<file path="config.mk">
export PLATFORM = sky130hd
export DESIGN_NAME = rate_monotonic_task_scheduler_unit
export DESIGN_NICKNAME = d
export VERILOG_FILES = /design/src/rms_pkg.sv /design/src/rate_monotonic_task_scheduler_unit.sv /design/src/rms_cfg.sv /design/src/rms_sched.sv
export SDC_FILE = /design/constraint.sdc
export NUM_CORES = 1
export LEC_CHECK = 0
export BUFFER_PORTS_ARGS = -buffer_cell sky130_fd_sc_hd__buf_2
export CORE_ASPECT_RATIO = 2
export CORE_MARGIN = 8
export CORE_UTILIZATION = 31
export CTS_BUF_LIST = sky130_fd_sc_hd__clkbuf_8
export DETAILED_ROUTE_END_ITERATION = 6
export HOLD_SLACK_MARGIN = 0.06
export PLACE_DENSITY = 0.48
export SYNTH_ARGS = -nofsm -noshare
export SYNTH_HDL_FRONTEND = slang
export SYNTH_SLANG_ARGS = --single-unit
</file>
<file path="constraint.sdc">
create_clock -name clk_i -period 11.11 [get_ports clk_i]
set_clock_uncertainty 0.05 [all_clocks]
set_input_delay 0 -clock clk_i [delete_from_list [all_inputs] [get_ports clk_i]]
set_output_delay 0 -clock clk_i [all_outputs]
set_load 0.05 [all_outputs]
</file>
<file path="src/rms_pkg.sv">
// Shared types and constants for the rate-monotonic task scheduler.
`timescale 1ns / 1ps

package rms_pkg;

  // Default build of the scheduler
  localparam int NUM_TASKS_DEF  = 4;
  localparam int TIME_WIDTH_DEF = 16;

  // Configuration port
  localparam int CFG_WIDTH = 16;
  localparam int CFG_IDX_W = 3;

  // Register map: periods first, then run times
  localparam logic [CFG_IDX_W-1:0] REG_PERIOD_0 = 3'd0;
  localparam logic [CFG_IDX_W-1:0] REG_WCET_0   = 3'd4;

  // Width of a task index on the result port
  localparam int TASK_IDX_W = 2;

  typedef struct packed {
    logic [TASK_IDX_W-1:0] running_task;
    logic                  idle;
    logic                  deadline_missed;
    logic [TASK_IDX_W-1:0] missed_task;
    logic                  halted;
  } result_t;

endpackage

</file>
<file path="src/rate_monotonic_task_scheduler_unit.sv">
// Top level of the rate-monotonic task scheduler: config port, request channel, result register.
//
// Preemptive rate-monotonic scheduler for up to four periodic tasks.
// Input channel (in_valid_i / in_ready_o, payload restart_i): one request per
// time slot. restart_i = 1 releases every task with a nonzero run time and
// starts time at zero; restart_i = 0 is one slot tick.
// Output channel (out_valid_o / out_ready_i): one result per request with the
// task run in the slot, idle, deadline miss, missed task and halted flags.
// Configuration: cfg_we_i writes cfg_data_i to register cfg_idx_i at the
// clock edge (0..3 periods, 4..7 run times); write only while idle.
// The result is registered: it is valid the cycle after its request is accepted.
// Throughput: one request per cycle while results are taken; the priority pick,
// countdown and release logic for all tasks is combinational from the state registers.
// When the receiver stalls, the result register holds and in_ready_o stays
// high only if the held result is taken in the same cycle.
// Reset clears all task state and the halt flag, sets periods to one and run
// times to zero, and empties the result register.
`timescale 1ns / 1ps

module rate_monotonic_task_scheduler_unit #(
  parameter int NUM_TASKS  = rms_pkg::NUM_TASKS_DEF,
  parameter int TIME_WIDTH = rms_pkg::TIME_WIDTH_DEF
) (
  input  logic                                clk_i,
  input  logic                                rst_ni,
  input  logic                                cfg_we_i,
  input  logic [rms_pkg::CFG_IDX_W-1:0]       cfg_idx_i,
  input  logic [rms_pkg::CFG_WIDTH-1:0]       cfg_data_i,
  input  logic                                in_valid_i,
  output logic                                in_ready_o,
  input  logic                                restart_i,
  output logic                                out_valid_o,
  input  logic                                out_ready_i,
  output logic [rms_pkg::TASK_IDX_W-1:0]      running_task_o,
  output logic                                idle_o,
  output logic                                deadline_missed_o,
  output logic [rms_pkg::TASK_IDX_W-1:0]      missed_task_o,
  output logic                                halted_o
);

  logic [TIME_WIDTH-1:0] period   [NUM_TASKS];
  logic [TIME_WIDTH-1:0] wcet     [NUM_TASKS];
  logic                  enabled  [NUM_TASKS];
  logic                  accept;
  rms_pkg::result_t      res;
  rms_pkg::result_t      res_q;
  logic                  out_valid_q;

  rms_cfg #(
    .NUM_TASKS  (NUM_TASKS),
    .TIME_WIDTH (TIME_WIDTH)
  ) u_cfg (
    .clk_i      (clk_i),
    .rst_ni     (rst_ni),
    .cfg_we_i   (cfg_we_i),
    .cfg_idx_i  (cfg_idx_i),
    .cfg_data_i (cfg_data_i),
    .period_o   (period),
    .wcet_o     (wcet),
    .enabled_o  (enabled)
  );

  rms_sched #(
    .NUM_TASKS  (NUM_TASKS),
    .TIME_WIDTH (TIME_WIDTH)
  ) u_sched (
    .clk_i     (clk_i),
    .rst_ni    (rst_ni),
    .step_i    (accept),
    .restart_i (restart_i),
    .period_i  (period),
    .wcet_i    (wcet),
    .enabled_i (enabled),
    .res_o     (res)
  );

  // take a new request whenever the result register is free or drains now
  assign in_ready_o = !out_valid_q || out_ready_i;
  assign accept     = in_valid_i && in_ready_o;

  always_ff @(posedge clk_i or negedge rst_ni) begin
    if (!rst_ni) begin
      out_valid_q <= 1'b0;
    end else if (accept) begin
      out_valid_q <= 1'b1;
    end else if (out_ready_i) begin
      out_valid_q <= 1'b0;
    end
  end

  always_ff @(posedge clk_i) begin
    if (accept) begin
      res_q <= res;
    end
  end

  assign out_valid_o       = out_valid_q;
  assign running_task_o    = res_q.running_task;
  assign idle_o            = res_q.idle;
  assign deadline_missed_o = res_q.deadline_missed;
  assign missed_task_o     = res_q.missed_task;
  assign halted_o          = res_q.halted;

endmodule

</file>
<file path="src/rms_cfg.sv">
// Configuration registers: task periods and run times, saturated to the time width.
`timescale 1ns / 1ps

module rms_cfg #(
  parameter int NUM_TASKS  = rms_pkg::NUM_TASKS_DEF,
  parameter int TIME_WIDTH = rms_pkg::TIME_WIDTH_DEF
) (
  input  logic                           clk_i,
  input  logic                           rst_ni,
  input  logic                           cfg_we_i,
  input  logic [rms_pkg::CFG_IDX_W-1:0]  cfg_idx_i,
  input  logic [rms_pkg::CFG_WIDTH-1:0]  cfg_data_i,
  output logic [TIME_WIDTH-1:0]          period_o [NUM_TASKS],
  output logic [TIME_WIDTH-1:0]          wcet_o   [NUM_TASKS],
  output logic                           enabled_o [NUM_TASKS]
);

  localparam int CW = rms_pkg::CFG_WIDTH;

  logic [CW-1:0] period_q [NUM_TASKS];
  logic [CW-1:0] wcet_q   [NUM_TASKS];

  always_ff @(posedge clk_i or negedge rst_ni) begin
    if (!rst_ni) begin
      for (int i = 0; i < NUM_TASKS; i++) begin
        period_q[i] <= CW'(1);
        wcet_q[i]   <= '0;
      end
    end else if (cfg_we_i) begin
      for (int i = 0; i < NUM_TASKS; i++) begin
        if (cfg_idx_i[1:0] == 2'(i)) begin
          if (cfg_idx_i < rms_pkg::REG_WCET_0) begin
            period_q[i] <= cfg_data_i;
          end else begin
            wcet_q[i] <= cfg_data_i;
          end
        end
      end
    end
  end

  for (genvar g = 0; g < NUM_TASKS; g++) begin : g_task
    logic [TIME_WIDTH-1:0] period_sat;
    logic [TIME_WIDTH-1:0] wcet_sat;

    if (TIME_WIDTH >= CW) begin : g_wide
      assign period_sat = TIME_WIDTH'(period_q[g]);
      assign wcet_sat   = TIME_WIDTH'(wcet_q[g]);
    end else begin : g_narrow
      // clamp at the largest count the time width can hold
      assign period_sat = (|period_q[g][CW-1:TIME_WIDTH]) ? '1 :
                          period_q[g][TIME_WIDTH-1:0];
      assign wcet_sat   = (|wcet_q[g][CW-1:TIME_WIDTH]) ? '1 :
                          wcet_q[g][TIME_WIDTH-1:0];
    end

    // a period of zero runs as a period of one
    assign period_o[g]  = (period_sat == '0) ? TIME_WIDTH'(1) : period_sat;
    assign wcet_o[g]    = wcet_sat;
    assign enabled_o[g] = (wcet_q[g] != '0);
  end

endmodule

</file>
<file path="src/rms_sched.sv">
// Scheduler state and per-slot decision: priority pick, countdowns, releases, miss check.
`timescale 1ns / 1ps

module rms_sched #(
  parameter int NUM_TASKS  = rms_pkg::NUM_TASKS_DEF,
  parameter int TIME_WIDTH = rms_pkg::TIME_WIDTH_DEF
) (
  input  logic                  clk_i,
  input  logic                  rst_ni,
  input  logic                  step_i,
  input  logic                  restart_i,
  input  logic [TIME_WIDTH-1:0] period_i  [NUM_TASKS],
  input  logic [TIME_WIDTH-1:0] wcet_i    [NUM_TASKS],
  input  logic                  enabled_i [NUM_TASKS],
  output rms_pkg::result_t      res_o
);

  localparam int IW = rms_pkg::TASK_IDX_W;

  logic [TIME_WIDTH-1:0] rem_q [NUM_TASKS];
  logic [TIME_WIDTH-1:0] rem_d [NUM_TASKS];
  logic [TIME_WIDTH-1:0] cnt_q [NUM_TASKS];
  logic [TIME_WIDTH-1:0] cnt_d [NUM_TASKS];
  logic                  stopped_q;
  logic                  stopped_d;

  logic                  run_found;
  logic [IW-1:0]         run_idx;
  logic [TIME_WIDTH-1:0] run_period;
  logic                  miss_found;
  logic [IW-1:0]         miss_idx;

  // shortest period among ready tasks, lowest index wins a tie
  always_comb begin
    run_found  = 1'b0;
    run_idx    = '0;
    run_period = '0;
    for (int i = 0; i < NUM_TASKS; i++) begin
      if (rem_q[i] != '0 && (!run_found || period_i[i] < run_period)) begin
        run_found  = 1'b1;
        run_idx    = IW'(i);
        run_period = period_i[i];
      end
    end
  end

  always_comb begin
    rem_d      = rem_q;
    cnt_d      = cnt_q;
    stopped_d  = stopped_q;
    miss_found = 1'b0;
    miss_idx   = '0;
    res_o      = '{running_task: '0, idle: 1'b1, deadline_missed: 1'b0,
                   missed_task: '0, halted: 1'b0};

    if (restart_i) begin
      for (int i = 0; i < NUM_TASKS; i++) begin
        rem_d[i] = wcet_i[i];
        cnt_d[i] = period_i[i];
      end
      stopped_d = 1'b0;
    end else if (stopped_q) begin
      res_o.halted = 1'b1;
    end else begin
      for (int i = 0; i < NUM_TASKS; i++) begin
        if (run_found && run_idx == IW'(i)) begin
          rem_d[i] = rem_q[i] - TIME_WIDTH'(1);
        end
      end
      if (run_found) begin
        res_o.running_task = run_idx;
        res_o.idle         = 1'b0;
      end

      // end of slot: advance countdowns, release at period boundaries
      for (int i = 0; i < NUM_TASKS; i++) begin
        if (cnt_q[i] <= TIME_WIDTH'(1)) begin
          cnt_d[i] = period_i[i];
          if (enabled_i[i]) begin
            if (rem_d[i] != '0) begin
              if (!miss_found) begin
                miss_found = 1'b1;
                miss_idx   = IW'(i);
              end
            end else begin
              rem_d[i] = wcet_i[i];
            end
          end
        end else begin
          cnt_d[i] = cnt_q[i] - TIME_WIDTH'(1);
        end
      end

      if (miss_found) begin
        stopped_d             = 1'b1;
        res_o.deadline_missed = 1'b1;
        res_o.missed_task     = miss_idx;
        res_o.halted          = 1'b1;
      end
    end
  end

  always_ff @(posedge clk_i or negedge rst_ni) begin
    if (!rst_ni) begin
      for (int i = 0; i < NUM_TASKS; i++) begin
        rem_q[i] <= '0;
        cnt_q[i] <= '0;
      end
      stopped_q <= 1'b0;
    end else if (step_i) begin
      rem_q     <= rem_d;
      cnt_q     <= cnt_d;
      stopped_q <= stopped_d;
    end
  end

endmodule

</file>
# Yosys cells after proc, flatten, opt, wreduce, memory -nomap -nowiden

Cells that the tools add are included.

Input bits: 25
Register bits: 265
Output and inout bits: 9
Logic and storage cells: 184

Equal/unequal tests: 7
Order comparisons: 8
Bitwise operators: 3
Reductions and logical operators: 47
Multiplexer cells: 88
$add $sub $neg: 8

Operators with widths:

| kind                    | number |
|---|---|
| $mux W16                | 35 |
| $mux W64                | 4 |
| $reduce_bool A16 Y1     | 12 |
| $sub A16 B1 Y16 const B | 8 |
| $le A16 B1 Y1 const B   | 4 |
| $logic_not A16 Y1       | 4 |
| $lt A16 B16 Y1          | 3 |
| $mux W1                 | 32 |
| $mux W2                 | 16 |
| $reduce_and A3 Y1       | 8 |
| $eq A2 B2 Y1 const B    | 4 |
| $logic_and A1 B1 Y1     | 8 |
| $reduce_or A3 Y1        | 2 |
| $eq A2 B1 Y1 const B    | 2 |
| $logic_not A1 Y1        | 4 |
| $logic_not A2 Y1        | 2 |
| $logic_or A1 B1 Y1      | 4 |
| $mux W4                 | 1 |
| $lt A3 B3 Y1 const B    | 1 |
| $not A1 Y1              | 3 |
| $ne A2 B2 Y1 const B    | 1 |
| $reduce_and A2 Y1       | 1 |
| $reduce_bool A2 Y1      | 1 |
| $reduce_or A2 Y1        | 1 |

# Logic depth before layout (Yosys ltp)

Gate-level depths: netlist of the first run.

Depth in word-level cells: 44
Depth in mapped cells: 42
Gate-level depth less buffers: 35

# Cells and area by module

A second synthesis of the first run with hierarchy kept.

Cell total of the unflattened synthesis: 1878
Area total of the unflattened synthesis: 16762.3 um^2

By module, submodules not included:

| module                             | times used | area an instance (um^2) | cells each | sequential area each (um^2) |
|---|---|---|---|---|
| rms_sched                          | 1          | 11090.6                 | 1488       | 3228.1 |
| rms_cfg                            | 1          | 5407.7                  | 379        | 3208.1 |
| rate_monotonic_task_scheduler_unit | 1          | 264.0                   | 11         | 235.2 |

# Worst setup path after synthesis of the first run

Ideal clock, no wire load.

Path type: register to register
From: reg u_sched.rem_q[54] in the netlist's numbering
To: reg res_q, in the netlist halted_o, data pin
Required time: 10.790 ns
Library setup time: 0.270 ns
Period minus slack after synthesis: 9.341 ns
Data arrival time: 9.021 ns
Path buffers: 5
Setup slack: 1.769 ns
Stages on the path, launching flop included: 39
Path through: dfrtp_1 > buf_6 > nor4_1 > nand4_1 > clkbuf_1 > nand2_1 > ha_1 > a211oi_1 > inv_1 > o311ai_1 > nand4_1 > o21ai_1 > clkbuf_1 > nor2_1 > a21oi_1 > ha_1 > a211oi_1 > nor2_1 > [3 not listed] > and3_4 > o21ai_4 > clkbuf_1 > mux2_2 > ha_1 > nand4_1 > or2_2 > a211oi_1 > o21ai_0 > a31oi_1 > or2_2 > clkbuf_1 > o21ai_2 > or3_4 > a2111oi_4 > nand3_1 > a2111oi_2 > a21oi_1

Cells in the longest elaborated chain, start to end: 42
Elaborated cells on any way between the ends: 70
Classes of those cells: add/sub: 1; order compare: 3; eq/ne: 3; mux: 44; reduce/logical: 19

RTL lines:

| element                                                   | line                                     | RTL |
|---|---|---|
| from (decl)                                               | rms_sched.sv:20                          | `logic [TIME_WIDTH-1:0] rem_q [NUM_TASKS];` |
| from (signal assigned)                                    | rms_sched.sv:111                         | `rem_q <= rem_d;` |
| $reduce_bool A16 Y1                                       | rms_sched.sv:39                          | `if (rem_q[i] != '0 && (!run_found \|\| period_i[i] < run_period)) begin` |
| $mux W16 / $mux W1 (equally long branches)                | rms_sched.sv:39                          |  |
| $lt A16 B16 Y1 / $logic_not A1 Y1 (equally long branches) | rms_sched.sv:39                          |  |
| $logic_or A1 B1 Y1                                        | rms_sched.sv:39                          |  |
| $logic_and A1 B1 Y1                                       | rms_sched.sv:39                          |  |
| $mux W16 / $mux W1 (equally long branches)                | rms_sched.sv:39                          |  |
| $lt A16 B16 Y1 / $logic_not A1 Y1 (equally long branches) | rms_sched.sv:39                          |  |
| $logic_or A1 B1 Y1                                        | rms_sched.sv:39                          |  |
| [26 not listed]                                           | -                                        |  |
| $mux W1                                                   | rms_sched.sv:56                          | `if (restart_i) begin` |
| $mux W1                                                   | rms_sched.sv:80                          | `if (rem_d[i] != '0) begin` |
| $mux W1                                                   | rms_sched.sv:79                          | `if (enabled_i[i]) begin` |
| $mux W1 (*)                                               | rms_sched.sv:77                          | `if (cnt_q[i] <= TIME_WIDTH'(1)) begin` |
| $mux W1 (*)                                               | rms_sched.sv:62                          | `end else if (stopped_q) begin` |
| $mux W1 (*)                                               | rms_sched.sv:56                          |  |
| $mux W4 (*)                                               | rms_sched.sv:94                          | `if (miss_found) begin` |
| $mux W1 (*)                                               | rms_sched.sv:62                          |  |
| to (signal assigned)                                      | rate_monotonic_task_scheduler_unit.sv:93 | `res_q <= res;` |
| to (decl)                                                 | rate_monotonic_task_scheduler_unit.sv:46 | `rms_pkg::result_t res_q;` |

Every way passes the cells marked *; elsewhere a longest branch is shown, timed or not. The select of a mux whose other input is x is not followed.
A chain may end at the register's enable or synchronous reset.

# Worst setup path after layout of the first run

From: reg u_sched.rem_q[51] in the netlist's numbering
To: reg u_sched.rem_q[17] in the netlist's numbering

Cells in the longest elaborated chain, start to end: 25
Elaborated cells on any way between the ends: 34
Classes of those cells: order compare: 3; eq/ne: 1; mux: 18; reduce/logical: 12

RTL lines:

| element                                                   | line |
|---|---|
| $reduce_bool A16 Y1 (*)                                   | rms_sched.sv:39 |
| $mux W16 / $mux W1 (equally long branches)                | rms_sched.sv:39 |
| $lt A16 B16 Y1 / $logic_not A1 Y1 (equally long branches) | rms_sched.sv:39 |
| $logic_or A1 B1 Y1                                        | rms_sched.sv:39 |
| $logic_and A1 B1 Y1                                       | rms_sched.sv:39 |
| $mux W16 / $mux W1 (equally long branches)                | rms_sched.sv:39 |
| $lt A16 B16 Y1 / $logic_not A1 Y1 (equally long branches) | rms_sched.sv:39 |
| $logic_or A1 B1 Y1                                        | rms_sched.sv:39 |
| [9 not listed]                                            | - |
| $mux W16 (*)                                              | rms_sched.sv:62 |
| $mux W16 (*)                                              | rms_sched.sv:56 |
| $reduce_bool A16 Y1                                       | rms_sched.sv:80 |
| $mux W16                                                  | rms_sched.sv:80 |
| $mux W16                                                  | rms_sched.sv:79 |
| $mux W16 (*)                                              | rms_sched.sv:77 |
| $mux W64 (*)                                              | rms_sched.sv:62 |
| $mux W64 (*)                                              | rms_sched.sv:56 |

Marked as above.

==> results of run 1 <==
[worst min-delay path: cells and delay by family]
family / cells / cell delay (ns)
buf+inv: 2 / 0.40
mux: 1 / 0.24
simple gates: 1 / 0.07
[metrics by stage]
step / setup WS (ns) / hold slack, ns / total power (W) / cells / util
6_report: 0.723 / 0.112 / 0.00395 / 2553 / 0.355
5_1_grt: 0.0475 / 0.116 / 0.00421 / 2553 / 0.355
4_1_cts: 0.319 / 0.0687 / 0.00396 / 2549 / 0.354
3_5_place_dp: 0.347 / 0.0555 / 0.00295 / 2416 / 0.325
3_3_place_gp: 0.549 / 0.0513 / 0.00292 / 2416 / 0.325
2_1_floorplan: 1.77 / -0.346 / 0.00247 / 1839 / -
[flip-flops by register name (all words and copies together), names as in the netlist]
name / cells
u_sched.stopped_q: 1
u_sched.rem_q: 64
u_cfg.g_task.wcet_sat: 64
halted_o: 1
running_task_o: 2
deadline_missed_o: 1
out_valid_o: 1
u_cfg.g_task.period_sat: 64
idle_o: 1
u_sched.cnt_q: 64
missed_task_o: 2
[what timing repair did]
item | 4_1_cts | 5_1_grt
hold endpoints to repair | 231 | 0
setup buffers | 0 | 3
resized for setup | 0 | 2
hold buffers | 56 | 0
setup endpoints to repair | 0 | 59
[worst max path at each step]
stage                      startpoint                 to  slack [ns]  cells after the start
finish              u_sched.rem_q[51]  u_sched.rem_q[17]        0.72                     35
global route        u_sched.rem_q[51]           halted_o        0.05                     34
CTS                 u_sched.rem_q[54]           halted_o        0.32                     33
detailed placement  u_sched.rem_q[55]           halted_o        0.35                     33
global placement    u_sched.rem_q[54]           halted_o        0.55                     32
floorplan           u_sched.rem_q[54]           halted_o        1.77                     38
[routing by layer]
layer	vias to the layer above	part of all wire	global-route usage
met5	-	0.00023	0
met4	2	0.084	0.145
met3	166	0.031	0.0211
met2	365	0.53	0.344
met1	7268	0.35	0.190
li1	6788	-	-
[placed cells by master, fill, tap and decap left out, types with 13 or more instances in the layout]
cell type / Yosys / routed
a21oi_1: 140 / 139
clkbuf_8: 0 / 57
inv_1: 54 / 65
nor4_1: 61 / 60
nor2_1: 138 / 138
a2bb2oi_1: 31 / 31
nor3_1: 79 / 77
nand2_1: 173 / 173
o21ai_0: 151 / 150
mux2_2: 128 / 128
ha_1: 58 / 58
or3_1: 20 / 20
o211ai_1: 21 / 21
nand3_1: 76 / 76
buf_2: 10 / 32
nand4_1: 28 / 28
a22oi_1: 25 / 25
a31oi_1: 13 / 13
nand2b_1: 16 / 16
mux2i_1: 35 / 35
dfrtp_1: 254 / 254
dlygate4sd3_1: 0 / 55
buf_4: 1 / 26
[where the power goes]
part	switching [W]	internal [W]	total, W
Clock	0.000430	0.000529	0.000958
Combinational	0.000837	0.000604	0.00144
Sequential	0.000337	0.00122	0.00155
Total	0.00160	0.00235	0.00395
[cell families after synthesis]
group	after synthesis
compound gates	484
flops	265
simple gates	667
mux	163
buf+inv	200
fa+ha+maj	58
xor+xnor	2
[final cells by class]
class / count / share of cell area
Timing Repair Buffer: 117 / 0.0531
Antenna cell: 1 / 0.000134
Clock inverter: 20 / 0.00901
Inverter: 54 / 0.0109
Clock buffer: 57 / 0.0421
Sequential cell: 265 / 0.358
Multi-Input combinational cell: 1374 / 0.482
Tap cell: 665 / 0.0447
==> results.py, run 1 <==
metrics = {
    "yosys": {
        "synth-seq-cells": 265,
        "synthCells": 1839,
        "synth_common_cells": "dfrtp_1, nand2_1, o21ai_0",
        "synth_compound_area_frac": 0.187,
        "dominantRegCellSynth": "dfrtp_1",
        "synth_xor_area_frac": 0.00107,
        "synth_warnings": 0,
        "yosys.area.top_type": "dfrtp_1",
        "synthArstFlopShare": 0.974,
        "syn_area_per_cell_sq_um": 8.89,
        "yosys-top-cells-area": "dfrtp_1, mux2_2, o21ai_0",
        "synth_fa_ha_area_frac": 0.0444,
        "synth.most_common_cell": "dfrtp_1",
        "synth_top_family_by_area": "simple AND/OR/NAND/NOR gates",
        "synth_simple_gate_area_frac": 0.201,
        "synth_area_sq_um": 16400,
        "synth-edff-count": 7,
        "synth_nets": 1922,
        "seq_area_frac_synth": 0.408,
        "synth_top_area_frac": 0.389,
        "ys_types": 83,
        "synth.mux.area_fraction": 0.110,
    },
    "clock_network": {
        "cts-root-buf": "clkbuf_8",
        "clock_sinks": 265,
        "cts_tree": "yes",
        "clk_latency_ns": 0.61,
        "clkTransAtPathRegs_ns": 0.07,
        "htreeDepth": 2,
        "cts_buffers": 42,
        "clock_path_buffers": 3,
    },
    "finish": {
        "multi_input_area_sq_um": 8960,
        "drive_gt1_frac": 0.160,
        "postLayoutCellArea_sq_um": 18600,
        "register_area_sq_um": 6670,
        "fill_cells": 5432,
        "area_delta_synth_final_pct": 13.8,
        "final_nets": 1937,
    },
    "routing": {
        "post_drt_wl_per_cell_microns": 22.5,
        "drc_errors": 0,
        "drtAntennaViolNets": 0,
        "firstDrtPassIters": 5,
        "num_vias": 14589,
        "wl_mm": 57.4,
        "viasPerCell": 5.71,
        "drt_first_iter_violations": 890,
    },
    "global_routing": {
        "grt_usage": 0.188,
        "grt_max_degree": 91,
        "grt_pass1_wl_mm": 87.7,
        "grt-ovfl-total": 0,
        "first_global_vias": 14729,
        "antenna_found_initial": 2,
    },
    "sta": {
        "tns_ns": 0,
        "max_slew_margin": 0.233,
        "post-route-period-util": 0.935,
        "max_freq_mhz": 96.3,
        "finalCriticalPeriod_ns": 10.39,
        "rsz0062_at_grt": "no",
        "hold_viol_final": 0,
        "setup_viol": 0,
        "max_slew.worst_pin.slew_ns": 1.15,
        "slew_viol_final": 0,
    },
    "critical_path": {
        "crit_slowest_cell": "a221oi_1",
        "slowest_delay_ns": 0.59,
        "r2r_end": "u_sched.rem_q[17]",
        "crit_fanout": 20,
        "end_kind": "flop",
        "cp_top_family": "compound AO/OA/AOI/OAI gates",
        "crit_arrival_ns": 10.85,
        "required_ns": 11.58,
        "r2r_setup_slack_ns": 0.72,
        "rr_worst_depth": 35,
        "critical_path_class": "flop to flop",
        "r2r-start": "u_sched.rem_q[51]",
        "crit_path_start_kind": "flop",
        "path_buf_inv": 4,
    },
    "floorplan": {
        "die_w_microns": 178,
        "io_pins": 34,
        "initial_core_util": 0.312,
        "dieArea_sq_um": 60800,
        "num_rows": 119,
        "die_y_microns": 341,
        "fp.coreArea_sq_um": 52400,
    },
    "power_and_ir_drop": {
        "powerDensity_nw_per_um2": 212,
        "vdd_drop_max_mv": 0.0893,
        "p_leak_nw": 7.37,
    },
    "worst_hold_path": {
        "hold-path-cell-count": 4,
        "hp-class": "input pin to flop",
        "hold_start": "cfg_idx_i[0]",
        "holdPathEnd": "u_cfg.g_task[0].period_sat[11]",
    },
    "placement": {
        "placed_cell_area_sq_um": 17000,
        "gp_congestion": 0.887,
        "portBuffers": 33,
        "post-dp-hpwl_mm": 41.4,
    },
    "run": {
        "maxCapViolCount": 0,
    },
    "run_status": {
        "status": "complete, no violations",
    },
}
Power figures use the tool's default switching activity.
==> run 2, diff against run 1 <==
--- a/config.mk
+++ b/config.mk
@@ -12,7 +12,7 @@
 export CTS_BUF_LIST = sky130_fd_sc_hd__clkbuf_8
 export DETAILED_ROUTE_END_ITERATION = 6
 export HOLD_SLACK_MARGIN = 0.06
-export PLACE_DENSITY = 0.48
+export PLACE_DENSITY = 0.51
 export SYNTH_ARGS = -nofsm -noshare
 export SYNTH_HDL_FRONTEND = slang
 export SYNTH_SLANG_ARGS = --single-unit
==> run 2 against run 1 <==
Wire length is 4.5% higher. Critical path type unchanged. Clock power decreased by 0.5%. Largest power group unchanged. Hold slack worse by 0.026 ns.
==> results.py, run 2 (synthesis gave the netlist of run 1 again) <==
metrics = {
    "run_status": {
        "status": "complete, no violations",
    },
    "power_and_ir_drop": {
        "netSwitchingFraction": 0.416,
        "p_leak_nw": 7.37,
        "p_clk_frac": 0.241,
        "seqPwrFrac": 0.395,
        "combPwrFrac": 0.364,
        "powerDensity_nw_per_um2": 213,
        "power.total_w": 0.00396,
        "power_switching_w": 0.00165,
        "p_int_w": 0.00231,
        "vdd_drop_max_mv": 0.0754,
    },
    "routing": {
        "drc_errors": 0,
        "drtAntennaViolNets": 0,
        "num_vias": 14700,
        "firstDrtPassIters": 6,
        "wl_mm": 60.0,
        "post_drt_wl_per_cell_microns": 23.5,
        "viasPerCell": 5.75,
        "drt_first_iter_violations": 969,
    },
    "global_routing": {
        "grt_pass1_wl_mm": 90.9,
        "grt_max_degree": 73,
        "top_usage_layer": "met2",
        "grt-ovfl-total": 0,
        "met1_usage": 0.190,
        "grt_usage": 0.197,
        "met2_usage": 0.364,
        "first_global_vias": 14909,
        "met3_usage": 0.0188,
        "antenna_found_initial": 1,
    },
    "floorplan": {
        "initial_core_util": 0.312,
        "io_pins": 34,
        "die_y_microns": 341,
        "die_w_microns": 178,
        "fp.coreArea_sq_um": 52400,
        "dieArea_sq_um": 60800,
        "num_rows": 119,
    },
    "critical_path": {
        "crit_arrival_ns": 10.75,
        "crit_path_start_kind": "flop",
        "crit_top_cell": "nand4_1",
        "critical_path_class": "flop to flop",
        "required_ns": 11.60,
        "crit_slowest_cell": "nor3_1",
        "end_kind": "flop",
        "slowest_delay_ns": 0.56,
        "crit_fanout": 33,
    },
    "finish": {
        "area_delta_synth_final_pct": 13.7,
        "register_area_sq_um": 6670,
        "final_nets": 1939,
        "postLayoutCellArea_sq_um": 18600,
        "final_common_cell": "dfrtp_1",
        "final_util": 0.355,
        "fill_cells": 5448,
        "drive_gt1_frac": 0.158,
        "layout_common_cells": "dfrtp_1, nand2_1, o21ai_0, a21oi_1, nor2_1",
        "multi_input_area_sq_um": 8990,
    },
    "worst_hold_path": {
        "hp-class": "input pin to flop",
    },
    "clock_network": {
        "cts_tree": "yes",
        "cts_buffers": 43,
        "clock_path_buffers": 3,
        "clock_sinks": 265,
        "cts-root-buf": "clkbuf_8",
        "clk_latency_ns": 0.63,
        "clkTransAtPathRegs_ns": 0.07,
        "htreeDepth": 2,
    },
    "sta": {
        "max_slew.worst_pin.slew_ns": 1.05,
        "finalCriticalPeriod_ns": 10.25,
        "tns_ns": 0,
        "rsz0062_at_grt": "no",
        "max_freq_mhz": 97.5,
        "hold_viol_final": 0,
        "post-route-period-util": 0.923,
        "max_slew_margin": 0.296,
        "slew_viol_final": 0,
        "setup_viol": 0,
    },
    "placement": {
        "gp_congestion": 0.939,
        "portBuffers": 33,
        "placed_cell_area_sq_um": 17100,
        "post-dp-hpwl_mm": 44.1,
    },
    "run": {
        "maxCapViolCount": 0,
    },
}
==> run 2: metal layers <==
| layer | up-vias | wire, microns |
|---|---|---|
| met5 | - | 0 |
| met4 | 0 | 5860 |
| met3 | 205 | 1950 |
| met2 | 429 | 31800 |
| met1 | 7292 | 20300 |
| li1 | 6774 | - |
==> run 2: timing repair <==
action / 4_1_cts / 5_1_grt
resized for setup: 0 / 4
endpoints found under the hold margin: 256 / 0
setup buffers: 0 / 0
hold buffers: 57 / 0
setup endpoints to repair: 0 / 60
==> run 2: power by group through the flow <==
stage | clock network (W) | registers [W] | logic [W]
2_1_floorplan | 0 | 0.00142 | 0.00105
3_3_place_gp | 0 | 0.00156 | 0.00139
3_5_place_dp | 0 | 0.00157 | 0.00141
4_1_cts | 0.000984 | 0.00155 | 0.00143
5_1_grt | 0.00101 | 0.00159 | 0.00160
6_report | 0.000953 | 0.00156 | 0.00144
==> run 2: worst paths after layout <==
check                                       start                      endpoint  slack, ns  depth (start not counted)
worst max-delay path            u_sched.rem_q[51]             u_sched.rem_q[48]       0.86                         34
worst min-delay path                  out_ready_i             deadline_missed_o       0.09                          4
worst max register to register  u_sched.rem_q[51]             u_sched.rem_q[48]       0.86                         34
worst min register to register  u_sched.cnt_q[62]             u_sched.cnt_q[62]       0.43                          2
max in group asynchronous                  rst_ni              u_sched.rem_q[8]       8.88                          5
min in group asynchronous                  rst_ni  u_cfg.g_task[0].wcet_sat[11]       0.44                          4
==> run 2: area by class of cell <==
class                           count  area share
Inverter                           54      0.0109
Tap cell                          665      0.0447
Multi-Input combinational cell   1374       0.483
Sequential cell                   265       0.359
Clock inverter                     26      0.0118
Antenna cell                        2    0.000269
Clock buffer                       51      0.0377
Timing Repair Buffer              118      0.0523
==> run 2: stage by stage <==
stage / hold WS, ns / setup WS, ns / instances
after floorplan: -0.346 / 1.77 / 1839
after global placement: -0.0389 / 0.602 / 2419
after detailed placement: -0.0461 / 0.346 / 2419
after CTS: 0.0625 / 0.315 / 2553
after global routing: 0.118 / 0.152 / 2554
final: 0.0859 / 0.855 / 2555
==> run 2: critical path: cells and delay by family (launching register included) <==
family / cells / cell delay (ns)
compound gates: 16 / 5.09
simple gates: 10 / 2.36
buf+inv: 4 / 0.91
fa+ha+maj: 3 / 0.88
flops: 1 / 0.46
mux: 1 / 0.39
